--- config.mk ---
export PLATFORM = sky130hd
export DESIGN_NAME = adv_uuid128_prefix_filter
export DESIGN_NICKNAME = d
export VERILOG_FILES = /design/src/aupf_pkg.sv /design/src/aupf_parse.sv /design/src/aupf_result_buf.sv /design/src/adv_uuid128_prefix_filter.sv
export SDC_FILE = /design/constraint.sdc
export NUM_CORES = 1
export LEC_CHECK = 0
export BUFFER_PORTS_ARGS = -buffer_cell sky130_fd_sc_hd__buf_2
export CORE_MARGIN = 2
export CORE_UTILIZATION = 35
export DETAILED_ROUTE_END_ITERATION = 7
export PLACE_DENSITY = 0.58
export SYNTH_ARGS = -nofsm -noshare
export SYNTH_HDL_FRONTEND = slang
export SYNTH_SLANG_ARGS = --single-unit
export TNS_END_PERCENT = 5
--- constraint.sdc ---
create_clock -name clk_i -period 7.77 [get_ports clk_i]
set_clock_uncertainty 0.2 [all_clocks]
set_input_delay 1.1655 -clock clk_i [delete_from_list [all_inputs] [get_ports clk_i]]
set_output_delay 1.1655 -clock clk_i [all_outputs]
set_load 0.01 [all_outputs]
--- src/aupf_pkg.sv ---
// Shared types and constants for the advertising UUID prefix filter.
// No dependencies; imported by every module of the block.
package aupf_pkg;

  localparam int unsigned PrefixLimit = 10;  // bytes held by head plus tail
  localparam int unsigned UuidDataLen = 16;
  localparam logic [7:0]  UuidFieldLen = 8'(UuidDataLen + 1);

  localparam logic [7:0]  ListTypeRst = 8'h07;
  localparam logic [63:0] PrefixHeadRst = 64'h7e31_35d4_12f3_11e9;
  localparam logic [15:0] PrefixTailRst = 16'hab14;

  localparam int unsigned CfgDataW = 64;
  localparam int unsigned CfgIdxW = 2;

  typedef enum logic [CfgIdxW-1:0] {
    CFG_LIST_TYPE   = 2'd0,
    CFG_PREFIX_HEAD = 2'd1,
    CFG_PREFIX_TAIL = 2'd2
  } cfg_idx_e;

  typedef enum logic [1:0] {
    VERDICT_MATCH     = 2'd0,
    VERDICT_NOMATCH   = 2'd1,
    VERDICT_MALFORMED = 2'd2,
    VERDICT_TOOLONG   = 2'd3
  } verdict_e;

  typedef struct packed {
    logic [7:0]  list_type;
    logic [63:0] prefix_head;
    logic [15:0] prefix_tail;
  } cfg_t;

  typedef struct packed {
    verdict_e   verdict;
    logic [5:0] bytes_seen;
  } result_t;

  // Expected prefix byte at data offset idx; byte 0 sits in the top of head.
  function automatic logic [7:0] expected_byte(cfg_t cfg, logic [3:0] idx);
    logic [8*PrefixLimit-1:0] pfx;
    logic [7:0]               res;
    pfx = {cfg.prefix_head, cfg.prefix_tail};
    res = 8'h00;
    for (int i = 0; i < PrefixLimit; i++) begin
      if (idx == 4'(i)) begin
        res = pfx[8*(PrefixLimit-1-i) +: 8];
      end
    end
    return res;
  endfunction

endpackage

--- src/aupf_parse.sv ---
// Length-type-data walker: per-byte state update and final verdict.
// Depends on aupf_pkg.
module aupf_parse import aupf_pkg::*; #(
  parameter int unsigned MAX_ADV_LEN  = 31,
  parameter int unsigned PREFIX_BYTES = 10
) (
  input  logic       clk_i,
  input  logic       rst_ni,
  input  logic       accept_i,
  input  logic [7:0] payload_byte_i,
  input  logic       final_byte_i,
  input  cfg_t       cfg_i,
  output logic       push_o,
  output result_t    result_o
);

  localparam int unsigned CntW = $clog2(MAX_ADV_LEN + 2);
  localparam logic [CntW-1:0] CntSat = CntW'(MAX_ADV_LEN + 1);
  localparam logic [CntW-1:0] CntMax = CntW'(MAX_ADV_LEN);

  logic [CntW-1:0] cnt_q, cnt_d;
  logic [7:0]      rem_q, rem_d;
  logic [7:0]      pos_q, pos_d;
  logic [7:0]      len_q, len_d;
  logic            kind_q, kind_d;
  logic            peq_q, peq_d;
  verdict_e        early_q, early_d;
  logic            decided_q, decided_d;

  logic [7:0]      data_off;
  verdict_e        verdict;

  assign data_off = pos_q - 8'd1;

  always_comb begin
    cnt_d     = (cnt_q < CntSat) ? cnt_q + CntW'(1) : cnt_q;
    rem_d     = rem_q;
    pos_d     = pos_q;
    len_d     = len_q;
    kind_d    = kind_q;
    peq_d     = peq_q;
    early_d   = early_q;
    decided_d = decided_q;

    if (!decided_q) begin
      if (rem_q == 8'd0) begin
        if (payload_byte_i == 8'd0) begin
          decided_d = 1'b1;
          early_d   = VERDICT_MALFORMED;
        end else begin
          len_d  = payload_byte_i;
          rem_d  = payload_byte_i;
          pos_d  = 8'd0;
          kind_d = 1'b0;
          peq_d  = 1'b1;
        end
      end else begin
        if (pos_q == 8'd0) begin
          kind_d = (payload_byte_i == cfg_i.list_type) && (len_q == UuidFieldLen);
        end else if (data_off < 8'(PREFIX_BYTES) &&
                     payload_byte_i != expected_byte(cfg_i, data_off[3:0])) begin
          peq_d = 1'b0;
        end
        pos_d = pos_q + 8'd1;
        rem_d = rem_q - 8'd1;
        if (rem_d == 8'd0 && kind_d && peq_d) begin
          decided_d = 1'b1;
          early_d   = VERDICT_MATCH;
        end
      end
    end

    if (cnt_d > CntMax) begin
      verdict = VERDICT_TOOLONG;
    end else if (decided_d) begin
      verdict = early_d;
    end else if (rem_d != 8'd0) begin
      verdict = VERDICT_MALFORMED;
    end else begin
      verdict = VERDICT_NOMATCH;
    end
  end

  assign push_o              = accept_i && final_byte_i;
  assign result_o.verdict    = verdict;
  assign result_o.bytes_seen = 6'(cnt_d);

  always_ff @(posedge clk_i or negedge rst_ni) begin
    if (!rst_ni) begin
      cnt_q     <= '0;
      rem_q     <= 8'd0;
      pos_q     <= 8'd0;
      len_q     <= 8'd0;
      kind_q    <= 1'b0;
      peq_q     <= 1'b1;
      early_q   <= VERDICT_NOMATCH;
      decided_q <= 1'b0;
    end else if (accept_i) begin
      if (final_byte_i) begin
        // verdict given, start over for the next payload
        cnt_q     <= '0;
        rem_q     <= 8'd0;
        pos_q     <= 8'd0;
        len_q     <= 8'd0;
        kind_q    <= 1'b0;
        peq_q     <= 1'b1;
        early_q   <= VERDICT_NOMATCH;
        decided_q <= 1'b0;
      end else begin
        cnt_q     <= cnt_d;
        rem_q     <= rem_d;
        pos_q     <= pos_d;
        len_q     <= len_d;
        kind_q    <= kind_d;
        peq_q     <= peq_d;
        early_q   <= early_d;
        decided_q <= decided_d;
      end
    end
  end

endmodule

--- src/aupf_result_buf.sv ---
// Two-entry result buffer between the parser and the output channel.
// Depends on aupf_pkg.
module aupf_result_buf import aupf_pkg::*; (
  input  logic    clk_i,
  input  logic    rst_ni,
  input  logic    push_i,
  input  result_t result_i,
  output logic    full_o,
  output logic    out_valid_o,
  input  logic    out_stall_i,
  output result_t result_o
);

  result_t    mem_q [2];
  logic       wr_ptr_q, rd_ptr_q;
  logic [1:0] cnt_q;
  logic       pop;

  assign pop         = out_valid_o && !out_stall_i;
  assign out_valid_o = (cnt_q != 2'd0);
  assign full_o      = (cnt_q == 2'd2);
  assign result_o    = mem_q[rd_ptr_q];

  always_ff @(posedge clk_i) begin
    if (push_i) begin
      mem_q[wr_ptr_q] <= result_i;
    end
  end

  always_ff @(posedge clk_i or negedge rst_ni) begin
    if (!rst_ni) begin
      wr_ptr_q <= 1'b0;
      rd_ptr_q <= 1'b0;
      cnt_q    <= 2'd0;
    end else begin
      if (push_i) begin
        wr_ptr_q <= ~wr_ptr_q;
      end
      if (pop) begin
        rd_ptr_q <= ~rd_ptr_q;
      end
      case ({push_i, pop})
        2'b10:   cnt_q <= cnt_q + 2'd1;
        2'b01:   cnt_q <= cnt_q - 2'd1;
        default: cnt_q <= cnt_q;
      endcase
    end
  end

endmodule

--- src/adv_uuid128_prefix_filter.sv ---
// Top level of the advertising UUID prefix filter: config registers,
// parser and result buffer. Depends on aupf_pkg, aupf_parse, aupf_result_buf.
//
//   channel | direction | handshake               | payload
//   --------+-----------+-------------------------+---------------------------------
//   in      | to block  | in_valid_i / in_stall_o | payload_byte_i, final_byte_i
//   out     | from block| out_valid_o/ out_stall_i| verdict_o, bytes_seen_o
//   cfg     | to block  | cfg_we_i                | cfg_idx_i, cfg_data_i
//
// One byte per cycle while in_stall_o is low; the verdict for a final byte is registered into the result buffer.
// Parser state updates in the accepting cycle; a two-entry result buffer
// decouples the output, so bytes keep flowing while a verdict waits.
// in_stall_o rises only when both buffer entries hold untaken verdicts.
// Reset loads the default config values and clears the parser.
module adv_uuid128_prefix_filter import aupf_pkg::*; #(
  parameter int unsigned MAX_ADV_LEN  = 31,
  parameter int unsigned PREFIX_BYTES = 10
) (
  input  logic                clk_i,
  input  logic                rst_ni,
  input  logic                in_valid_i,
  output logic                in_stall_o,
  input  logic [7:0]          payload_byte_i,
  input  logic                final_byte_i,
  output logic                out_valid_o,
  input  logic                out_stall_i,
  output logic [1:0]          verdict_o,
  output logic [5:0]          bytes_seen_o,
  input  logic                cfg_we_i,
  input  logic [CfgIdxW-1:0]  cfg_idx_i,
  input  logic [CfgDataW-1:0] cfg_data_i
);

  cfg_t    cfg_q;
  logic    accept;
  logic    push;
  logic    full;
  result_t res_in, res_out;

  always_ff @(posedge clk_i or negedge rst_ni) begin
    if (!rst_ni) begin
      cfg_q.list_type   <= ListTypeRst;
      cfg_q.prefix_head <= PrefixHeadRst;
      cfg_q.prefix_tail <= PrefixTailRst;
    end else if (cfg_we_i) begin
      case (cfg_idx_e'(cfg_idx_i))
        CFG_LIST_TYPE:   cfg_q.list_type   <= cfg_data_i[7:0];
        CFG_PREFIX_HEAD: cfg_q.prefix_head <= cfg_data_i;
        CFG_PREFIX_TAIL: cfg_q.prefix_tail <= cfg_data_i[15:0];
        default:         ;
      endcase
    end
  end

  assign in_stall_o = full;
  assign accept     = in_valid_i && !in_stall_o;

  aupf_parse #(
    .MAX_ADV_LEN  (MAX_ADV_LEN),
    .PREFIX_BYTES (PREFIX_BYTES)
  ) u_parse (
    .clk_i          (clk_i),
    .rst_ni         (rst_ni),
    .accept_i       (accept),
    .payload_byte_i (payload_byte_i),
    .final_byte_i   (final_byte_i),
    .cfg_i          (cfg_q),
    .push_o         (push),
    .result_o       (res_in)
  );

  aupf_result_buf u_result_buf (
    .clk_i       (clk_i),
    .rst_ni      (rst_ni),
    .push_i      (push),
    .result_i    (res_in),
    .full_o      (full),
    .out_valid_o (out_valid_o),
    .out_stall_i (out_stall_i),
    .result_o    (res_out)
  );

  assign verdict_o    = res_out.verdict;
  assign bytes_seen_o = res_out.bytes_seen;

endmodule
* After elaboration in Yosys (flattened, before gate mapping)
Memories as Yosys holds them, arrays and structs flattened. Cells that the tools add are included.
Word-level totals: memory bits (read-only) 0, bits in latches 0, bits of input ports 80, memories 1, bits in writable memories 16, output and inout port bits 10, register bits after elaboration 127
Cells by class: mux-type cells 58, div/mod/pow operators 0, $add $sub $neg 6, reduce and logical (&&, ||, !) cells 24, magnitude comparators 3, shifts and indexed selects 0, bitwise logic cells 2, $mul 0, eq/ne operators 20
Memories:
- u_result_buf.mem_q | depth 2, width 8, rd ports 1, clocked after Yosys merged registers in 0, write ports 1, line aupf_result_buf.sv:14 | result_t mem_q [2];
Operator list (count):
- two-way mux 8 bit | 25
- logical NOT 8 bit | 4
- two-way mux 1 bit | 22
- equality test 4 x 3 -> 1 bit (second input constant) | 4
- two-way mux 2 bit | 8
- subtractor 8 x 1 -> 8 bit (second input constant) | 2
- two-way mux 6 bit | 2
- adder 8 x 1 -> 8 bit (second input constant) | 1
- equality test 4 x 2 -> 1 bit (second input constant) | 2
- equality test 4 bit (second input constant) | 2
- equality test 8 x 5 -> 1 bit (second input constant) | 1
- equality test 8 bit | 1
- less-than comparator 8 x 4 -> 1 bit (second input constant) | 1
- inequality test 8 bit | 1
- nonzero test 8 bit | 1
- logical AND 1 bit | 7
- adder 6 x 1 -> 6 bit (second input constant) | 1
- equality test 2 bit (second input constant) | 3
- > comparator 6 x 5 -> 1 bit (second input constant) | 1
- less-than comparator 6 bit (second input constant) | 1
- AND reduction 2 bit | 3
- nonzero test 2 bit | 3
- equality test 2 x 1 -> 1 bit (second input constant) | 2
- equality test 4 x 1 -> 1 bit (second input constant) | 1
- 11 further kinds | 14

* Logic depth before layout (Yosys ltp)
Gate-level depths: netlist of run 1.
word-level depth 27, gate-level depth with buffers 14

* Hierarchy
Synthesis of run 1 repeated with hierarchy kept, for this count alone.
Unflattened totals: cell total of the unflattened synthesis 685, area total of the unflattened synthesis 7621.1 µm²
By module, submodules not included:
- aupf_parse | cells each 455, times used 1, area each 3445.8 µm², seq. area each 878.3 µm²
- adv_uuid128_prefix_filter | cells each 188, times used 1, area each 3387.0 µm², seq. area each 2254.7 µm²
- aupf_result_buf | cells each 42, times used 1, area each 788.3 µm², seq. area each 580.6 µm²

* Worst setup path after synthesis of run 1
No wires, ideal clock.
path kind in2reg, from input port payload_byte_i[6], to memory u_result_buf.mem_q[0][6] in the netlist's numbering (data pin), library setup time 0.279 ns, path buffers 1, data arrival time 3.210 ns, slack 4.081 ns, cell stages on the path 9, cells stage by stage clkbuf_1 > xor2_1 > nor4_1 > nand4_1 > nor4_1 > a21oi_1 > or4_4 > o41ai_4 > o21ai_0
RTL lines:
- start, declared | line adv_uuid128_prefix_filter.sv:23 | input logic [7:0] payload_byte_i,
- end, declared | line aupf_result_buf.sv:14

==> run_results.csv, run 1 <==
group,metric,value,unit
timing,hold_ws,0.292,ns
finish,layout-drive-gt1-share,35.3,%
finish,most-common-layout-cells,"97 x mux2_2, 88 x buf_2, 83 x dfrtp_1, 58 x nand2_1",
grt,antenna_found_initial,0,
critical_path,r2r_start,"u_parse.pos_q[0]",
floorplanning,die_w,152,microns
power_and_ir_drop,internal-power,1.84,mW
placement,pre_cts_slack,3.35,ns
timing,fin_ws,3.32,ns
flow_run,cap_violations,0,
timing,period_minus_slack,4.45,ns
timing,fmax,225,MHz
critical_path,cp_max_fo,23,
finish,final_util,41.3,%
floorplanning,die-area,23200,sq um
critical_path,cp.arrival,4.40,ns
grt,first_global_vias,5898,
power_and_ir_drop,p_leak,3.65,nW
timing,period_share,57.3,%
routing,drcViolationCount,0,
finish,nets,876,
grt,grt_pass1_wl,32100,microns
finish,n_fill_cell,2095,
grt,grt_max_degree,68,
finish,layout.cells.non_filler,1081,
routing,first_pass_iters,5,
routing,via_count,5869,
placement,place_congestion,0.890,
cts,clock_latency,0.43,ns
cts,postCtsResizedCells,0,
floorplanning,rows,54,
logic_synthesis,mappedNetlistArea,7710,sq um
critical_path,criticalPathCategory,"flip-flop to flip-flop",
routing,vias_per_cell,5.43,
placement,placed_cells,1049,
finish,final_common_cell,"mux2_2",
cts,cts.clk_slew.worst_paths,0.07,ns
routing,drtAntennaViolNets,0,
cts,cts_tree,"yes",
min_path,hp-start,"u_parse.kind_q",
power_and_ir_drop,pwr-share-seq,37.6,%
timing,setup_viol,0,
placement,portBuffers,89,
cts,postCtsHoldBufs,0,
grt,overflow,0,
timing,finalMaxSlewViolations,0,
timing,hold_violations,0,
cts,clock_path_buffers,2,
cts,numCtsBuffers,17,
logic_synthesis,synth_ff_type,"dfrtp_1",
power_and_ir_drop,sw_frac_of_total,36.6,%
logic_synthesis,synth-edff-count,16,
floorplanning,start_util,35.5,%
timing,rsz0062_at_grt,"no",
power_and_ir_drop,switching_power,1.06,mW
finish,antennaDiodeCount,0,
critical_path,end_kind,"flip-flop",
cts,post_cts_buffers,0,
floorplanning,die_y,152,microns
critical_path,cp-start-kind,"flip-flop",
logic_synthesis,syn_inst,718,
power_and_ir_drop,combPwrFrac,33.9,%
logic_synthesis,yosysSeqAreaShare,48.2,%
power_and_ir_drop,ir_drop,0.159,mV
logic_synthesis,synth_cell_types,76,
logic_synthesis,yosys_warnings,0,
cts,cts.sinks,143,
routing,wirelength,19400,microns
power_and_ir_drop,power.density,324,nW/um^2
timing,worst_slew_pin_slew,0.902,ns
cts,h-tree-depth,4,
floorplanning,core_area,21700,sq um
power_and_ir_drop,power_frac_clock,28.5,%
logic_synthesis,ys_seq_elements,143,
critical_path,critPathRequiredTime,7.72,ns
routing,drt_iter0_drc,536,
min_path,hp-class,"flip-flop to flip-flop",
run_status,outcome,"finished, final reports clean",
logic_synthesis,syn_area_per_cell,10.7,sq um
critical_path,crit_path_start,"u_parse.pos_q[0]",
timing,tns,0,ns
finish,syn_to_final_growth,16.2,%
logic_synthesis,synth_async_sr_flop_share,88.8,%
cts,cts_root_buf,"clkbuf_16",
placement,hpwlAfterDp,13400,microns
timing,slew_headroom,39.8,%
floorplanning,num_io_pins,90,
grt,track_usage,17.2,%
logic_synthesis,syn-num-nets,806,
routing,wire_per_inst,17.9,microns
==> kinds of logic (layout without fill, tap and decap cells) <==
kind of cell               count (synthesis)  in the layout  synth area share (%)
buffers and inverters                     60            143                  3.31
AOI/OAI and AO/OA                        183            183                  16.3
adders and majority gates                  8              8                  1.30
xor gates and xnor gates                  26             26                  2.95
and+or+nand+nor                          200            200                  13.6
DFF                                      143            143                  48.2
muxes                                     98             98                  14.3
==> critical path, cell delays in order, from the launching register on <==
cell and delay (ns):
dfrtp_1 0.51, inv_1 0.17, ha_1 0.68, nand2b_1 0.29
o31ai_4 0.45, a221oi_1 0.15, o21ai_0 0.38, o2111ai_1 0.17
o311ai_0 0.14, o2111ai_1 0.31, o41ai_4 0.53, o21ai_0 0.20
==> area by class of cell <==
cell class / count / area [sq um] / share of cell area, %
Multi-Input combinational cell: 515 / 3740 / 41.8
Sequential cell: 143 / 3710 / 41.5
Timing Repair Buffer: 96 / 500 / 5.59
Clock buffer: 18 / 450 / 5.03
Tap cell: 280 / 350 / 3.91
Clock inverter: 14 / 141 / 1.58
Inverter: 15 / 56.3 / 0.629
==> Yosys cell counts, types with 10 or more instances <==
cell type	count	share of area, %
nor3_1	17	1.1
dfrtp_1	83	27
mux2_2	97	14
nand3_1	11	0.71
xor2_1	16	1.8
xnor2_1	10	1.1
nand2_1	58	2.8
edfxtp_1	16	6.2
a22o_1	15	1.7
dfstp_2	44	15
inv_1	15	0.73
a21oi_1	39	2.5
a31oi_1	10	0.81
nand2b_1	16	1.3
nor2_1	40	1.9
o21ai_0	44	2.9
clkbuf_1	27	1.3
==> through the flow <==
stage               power (mW)  instance area, sq um
floorplan                 1.82                  7710
global placement          2.08                  8360
detailed placement        2.08                  8360
CTS                       2.92                  8950
global route              3.09                  8950
finish                    2.90                  8950
==> power groups by stage <==
| stage | Clock, mW | Combinational [mW] | Sequential, mW |
|---|---|---|---|
| finish | 0.828 | 0.983 | 1.09 |
| global route | 0.881 | 1.10 | 1.12 |
| CTS | 0.848 | 0.984 | 1.09 |
| detailed placement | 0 | 0.981 | 1.10 |
| global placement | 0 | 0.976 | 1.10 |
| floorplan | 0 | 0.776 | 1.04 |
==> routing by layer <==
metal | GRT usage, % | part of all wire [%]
met1 | 24.0 | 47
met2 | 27.2 | 47
met3 | 3.70 | 3.9
met4 | 4.63 | 1.4
met5 | 0 | 0
==> registers in the layout (all words and copies together), names as in the netlist, 2 cells and up <==
| signal | count |
|---|---|
| cfg_q | 88 |
| u_result_buf.mem_q | 16 |
| u_parse.early_q | 2 |
| u_parse.rem_q | 8 |
| u_parse.pos_q | 8 |
| u_parse.len_q | 8 |
| u_result_buf.cnt_q | 2 |
| u_parse.cnt_q | 6 |
==> path summary, 6_finish.rpt <==
| check | end | slack [ns] | cells past startpoint |
|---|---|---|---|
| worst max-delay path | u_result_buf.mem_q[1][6] | 3.32 | 11 |
| worst min-delay path | u_parse.kind_q | 0.29 | 2 |
| worst max register to register | u_result_buf.mem_q[1][6] | 3.32 | 11 |
| worst min register to register | u_parse.kind_q | 0.29 | 2 |
| max in group asynchronous | cfg_q[87] | 5.43 | 2 |
| min in group asynchronous | cfg_q[65] | 0.60 | 1 |
(Power assumes the default switching activity.)
==> inputs of run 2 (changes only) <==
clock period = 4.64 ns   (was 7.77 ns; I/O delays follow)
==> run_results.csv, run 2 (synthesis results as in run 1) <==
group,metric,value,unit
routing,drcViolationCount,0,
routing,vias_per_cell,5.41,
finish,layout-drive-gt1-share,35.8,%
floorplanning,start_util,35.5,%
floorplanning,die_y,152,microns
timing,tns,0,ns
routing,first_pass_iters,5,
placement,placed_area,8420,sq um
cts,numCtsBuffers,17,
finish,n_fill_cell,2099,
critical_path,end_kind,"flip-flop",
critical_path,max_stage_delay,0.57,ns
floorplanning,core_area,21700,sq um
placement,place_congestion,0.904,
timing,rsz0062_at_grt,"no",
cts,cts_root_buf,"clkbuf_16",
grt,antenna_found_initial,1,
timing,fmax,246,MHz
floorplanning,num_io_pins,90,
critical_path,critPathRequiredTime,4.59,ns
critical_path,criticalPathCategory,"flip-flop to flip-flop",
cts,clock_latency,0.43,ns
routing,drtAntennaViolNets,0,
grt,overflow,0,
timing,period_minus_slack,4.06,ns
finish,stdcell_area,9010,sq um
cts,clock_path_buffers,2,
power_and_ir_drop,finalPower,4.88,mW
cts,post_cts_buffers,0,
power_and_ir_drop,ir_drop,0.308,mV
critical_path,worstRegToRegCells,10,
critical_path,crit_path_cell_trace,"inv_1, ha_1, buf_4, nor4_4, a31oi_1, o311a_1, o221ai_1, o2111ai_1, o41ai_4, o21ai_0",
critical_path,path_buf_inv,2,
placement,portBuffers,89,
cts,postCtsHoldBufs,0,
timing,slew_headroom,39.6,%
timing,hold_violations,0,
grt,grt_max_degree,65,
routing,via_count,5878,
min_path,hp-class,"input port to asynchronous set/reset pin",
critical_path,cp_max_fo,14,
finish,multi_input_area,3740,sq um
cts,postCtsResizedCells,0,
finish,final_common_cell,"mux2_2",
critical_path,cp-start-kind,"flip-flop",
finish,syn_to_final_growth,16.9,%
power_and_ir_drop,p_leak,3.68,nW
routing,wirelength,19100,microns
floorplanning,die-area,23200,sq um
grt,grt_pass1_wl,31000,microns
cts,cts.sinks,143,
grt,first_global_vias,5774,
critical_path,reg2reg_slack,0.58,ns
timing,setup_viol,0,
finish,nets,882,
grt,track_usage,16.8,%
run_status,outcome,"finished, final reports clean",
finish,antennaDiodeCount,0,
finish,most-common-layout-cells,"97 x mux2_2, 88 x buf_2, 83 x dfrtp_1, 58 x nand2_1",
power_and_ir_drop,power.density,541,nW/um^2
finish,largest_reg_flops,88,
critical_path,cp.arrival,4.01,ns
cts,cts.clk_slew.worst_paths,0.06,ns
floorplanning,rows,54,
finish,seqCellArea,3710,sq um
critical_path,cp_num_cells,10,
finish,top_regs,"cfg_q: 88 flops, u_result_buf.mem_q: 16 flops",
placement,hpwlAfterDp,13500,microns
cts,cts_tree,"yes",
timing,finalMaxSlewViolations,0,
routing,drt_iter0_drc,443,
floorplanning,die_w,152,microns
flow_run,cap_violations,0,
timing,worst_slew_pin_slew,0.906,ns
critical_path,critPathTopFamily,"compound AO/OA/AOI/OAI gates",
finish,top_register,"cfg_q",
critical_path,crit_slowest_cell,"dfrtp_1",
cts,h-tree-depth,4,
timing,period_share,87.6,%
routing,wire_per_inst,17.6,microns
## run 2: metal layers
layer | GRT usage (%) | wire length (microns) | vias to the layer above
li1 | - | - | 2812
met4 | 6.81 | 465 | 2
met1 | 22.7 | 8900 | 2865
met5 | 0 | 16 | -
met2 | 26.5 | 8950 | 161
met3 | 3.33 | 782 | 38
## run 2: final timing paths
check / startpoint / end
worst min-delay path: rst_ni / cfg_q[46]
worst min register to register: u_result_buf.cnt_q[1] / u_result_buf.cnt_q[1]
max in group asynchronous: rst_ni / u_parse.early_q[0]
worst max-delay path: u_parse.pos_q[0] / u_result_buf.mem_q[1][6]
min in group clk_i: u_result_buf.cnt_q[1] / u_result_buf.cnt_q[1]
worst max register to register: u_parse.pos_q[0] / u_result_buf.mem_q[1][6]
## run 2: power by group
group	total [mW]	internal (mW)	switching (mW)
Sequential	1.83	1.60	0.238
Combinational	1.67	0.730	0.943
Clock	1.37	0.820	0.551
## run 2: stage by stage
step | setup WS [ns] | utilization, % | hold slack (ns) | cells
floorplan | 1.38 | - | 0.200 | 718
global route | 0.284 | 41.5 | 0.205 | 1087
detailed placement | 0.657 | 38.8 | 0.273 | 1055
global placement | 0.686 | 38.8 | 0.271 | 1055
CTS | 0.616 | 41.5 | 0.176 | 1087
finish | 0.576 | 41.5 | 0.148 | 1087
## run 2: layout make-up
| type | count | share of cell area (%) |
|---|---|---|
| Clock inverter | 13 | 1.54 |
| Tap cell | 280 | 3.89 |
| Timing Repair Buffer | 102 | 6.19 |
| Clock buffer | 19 | 5.03 |
| Inverter | 15 | 0.625 |
| Sequential cell | 143 | 41.2 |
| Multi-Input combinational cell | 515 | 41.5 |
==> inputs of run 3 (changes only) <==
PLACE_DENSITY = not set   (was 0.58)
==> run_results.csv, run 3 (synthesis results as in run 1) <==
group,metric,value,unit
run_status,outcome,"finished, final reports clean",
floorplanning,die-area,23200,sq um
cts,clock_latency,0.43,ns
finish,final_common_cell,"mux2_2",
routing,wire_per_inst,17.3,microns
critical_path,cp.arrival,4.06,ns
cts,clock_path_buffers,2,
timing,finalMaxSlewViolations,0,
critical_path,criticalPathCategory,"flip-flop to flip-flop",
cts,cts_tree,"yes",
flow_run,cap_violations,0,
critical_path,path_buf_inv,1,
finish,layout-drive-gt1-share,35.4,%
critical_path,crit_path_cell_trace,"inv_1, ha_1, nand2_1, o21ai_0, a32oi_1, a22oi_1, o32a_1, o2111a_1, nand4_1, o41ai_4, o21ai_0",
critical_path,reg2reg_slack,0.52,ns
grt,antenna_found_initial,0,
finish,seqCellArea,3710,sq um
min_path,hp-class,"input port to asynchronous set/reset pin",
grt,track_usage,16.6,%
floorplanning,start_util,35.5,%
floorplanning,num_io_pins,90,
finish,nets,882,
routing,drcViolationCount,0,
critical_path,cp_max_fo,27,
critical_path,crit_slowest_cell,"ha_1",
placement,portBuffers,89,
placement,place_congestion,0.877,
finish,largest_reg_flops,88,
routing,wirelength,18800,microns
cts,cts.sinks,143,
routing,drt_iter0_drc,358,
grt,grt_max_degree,66,
cts,post_cts_buffers,0,
routing,drtAntennaViolNets,0,
cts,cts.clk_slew.worst_paths,0.06,ns
routing,first_pass_iters,5,
power_and_ir_drop,p_leak,3.67,nW
power_and_ir_drop,ir_drop,0.284,mV
floorplanning,rows,54,
finish,top_register,"cfg_q",
power_and_ir_drop,finalPower,4.78,mW
routing,via_count,5886,
cts,postCtsResizedCells,0,
grt,overflow,0,
finish,most-common-layout-cells,"97 x mux2_2, 88 x buf_2, 83 x dfrtp_1, 58 x nand2_1",
grt,first_global_vias,5696,
finish,antennaDiodeCount,0,
finish,syn_to_final_growth,16.4,%
finish,final_util,41.3,%
floorplanning,core_area,21700,sq um
critical_path,cp_common_cell,"o21ai_0",
finish,multi_input_area,3740,sq um
critical_path,cp-start-kind,"flip-flop",
critical_path,critPathTopFamily,"compound AO/OA/AOI/OAI gates",
finish,top_regs,"cfg_q: 88 flops, u_result_buf.mem_q: 16 flops",
floorplanning,die_y,152,microns
timing,period_share,88.8,%
timing,tns,0,ns
finish,n_fill_cell,2132,
critical_path,max_stage_delay,0.84,ns
floorplanning,die_w,152,microns
timing,hold_violations,0,
cts,h-tree-depth,4,
timing,period_minus_slack,4.12,ns
routing,vias_per_cell,5.41,
critical_path,end_kind,"flip-flop",
placement,hpwlAfterDp,13400,microns
cts,postCtsHoldBufs,0,
grt,grt_pass1_wl,30800,microns
timing,fmax,243,MHz
cts,cts_root_buf,"clkbuf_16",
timing,setup_viol,0,
power_and_ir_drop,power.density,533,nW/um^2
timing,slew_headroom,33.2,%
cts,numCtsBuffers,17,
timing,worst_slew_pin_slew,1.00,ns
timing,hold_ws,0.150,ns
critical_path,critPathRequiredTime,4.58,ns
timing,rsz0062_at_grt,"no",
-- run 3: layout make-up --
type                            count  area share [%]
Tap cell                          280            3.91
Inverter                           15           0.628
Sequential cell                   143            41.4
Multi-Input combinational cell    515            41.7
Clock inverter                      9           0.670
Timing Repair Buffer              102            6.22
Clock buffer                       23            5.46
-- run 3: worst reg2reg max path, delay by kind of cell (launching register included) --
| kind | cells | cell delay, ns |
|---|---|---|
| AND/OR/NAND/NOR | 2 | 0.30 |
| flip-flops | 1 | 0.50 |
| adder cells (fa/ha/maj) | 1 | 0.84 |
| buffers and inverters | 1 | 0.19 |
| AO/OA/AOI/OAI | 7 | 1.81 |
-- run 3: path summary, 6_finish.rpt --
check	start	endpoint	cells past startpoint
setup / recovery	u_parse.pos_q[1]	u_result_buf.mem_q[0][6]	11
hold / removal	rst_ni	cfg_q[65]	1
setup reg to reg	u_parse.pos_q[1]	u_result_buf.mem_q[0][6]	11
hold reg to reg	u_result_buf.cnt_q[1]	u_result_buf.cnt_q[1]	1
max in group asynchronous	rst_ni	u_parse.early_q[0]	2
min in group clk_i	u_result_buf.cnt_q[1]	u_result_buf.cnt_q[1]	1
-- run 3: stage by stage --
step           instances  worst slack [ns]  cell area, sq um
4_1_cts             1087             0.589              8970
2_1_floorplan        718              1.38              7710
6_report            1087             0.521              8970
3_3_place_gp        1055             0.654              8420
5_1_grt             1087             0.191              8970
3_5_place_dp        1055             0.615              8420
-- run 3: metal layers --
layer  GRT usage [%]  vias to the layer above  routed length, microns
li1                -                     2813                       -
met1            23.0                     2887                    8910
met2            26.2                      165                    8930
met3            3.73                       21                     742
met4            4.94                        0                     246
met5               0                        -                       0
-- run 3: where the power goes --
group / internal, mW / switching [mW]
clock network: 0.743 / 0.530
logic: 0.729 / 0.939
registers: 1.60 / 0.239
total: 3.07 / 1.71
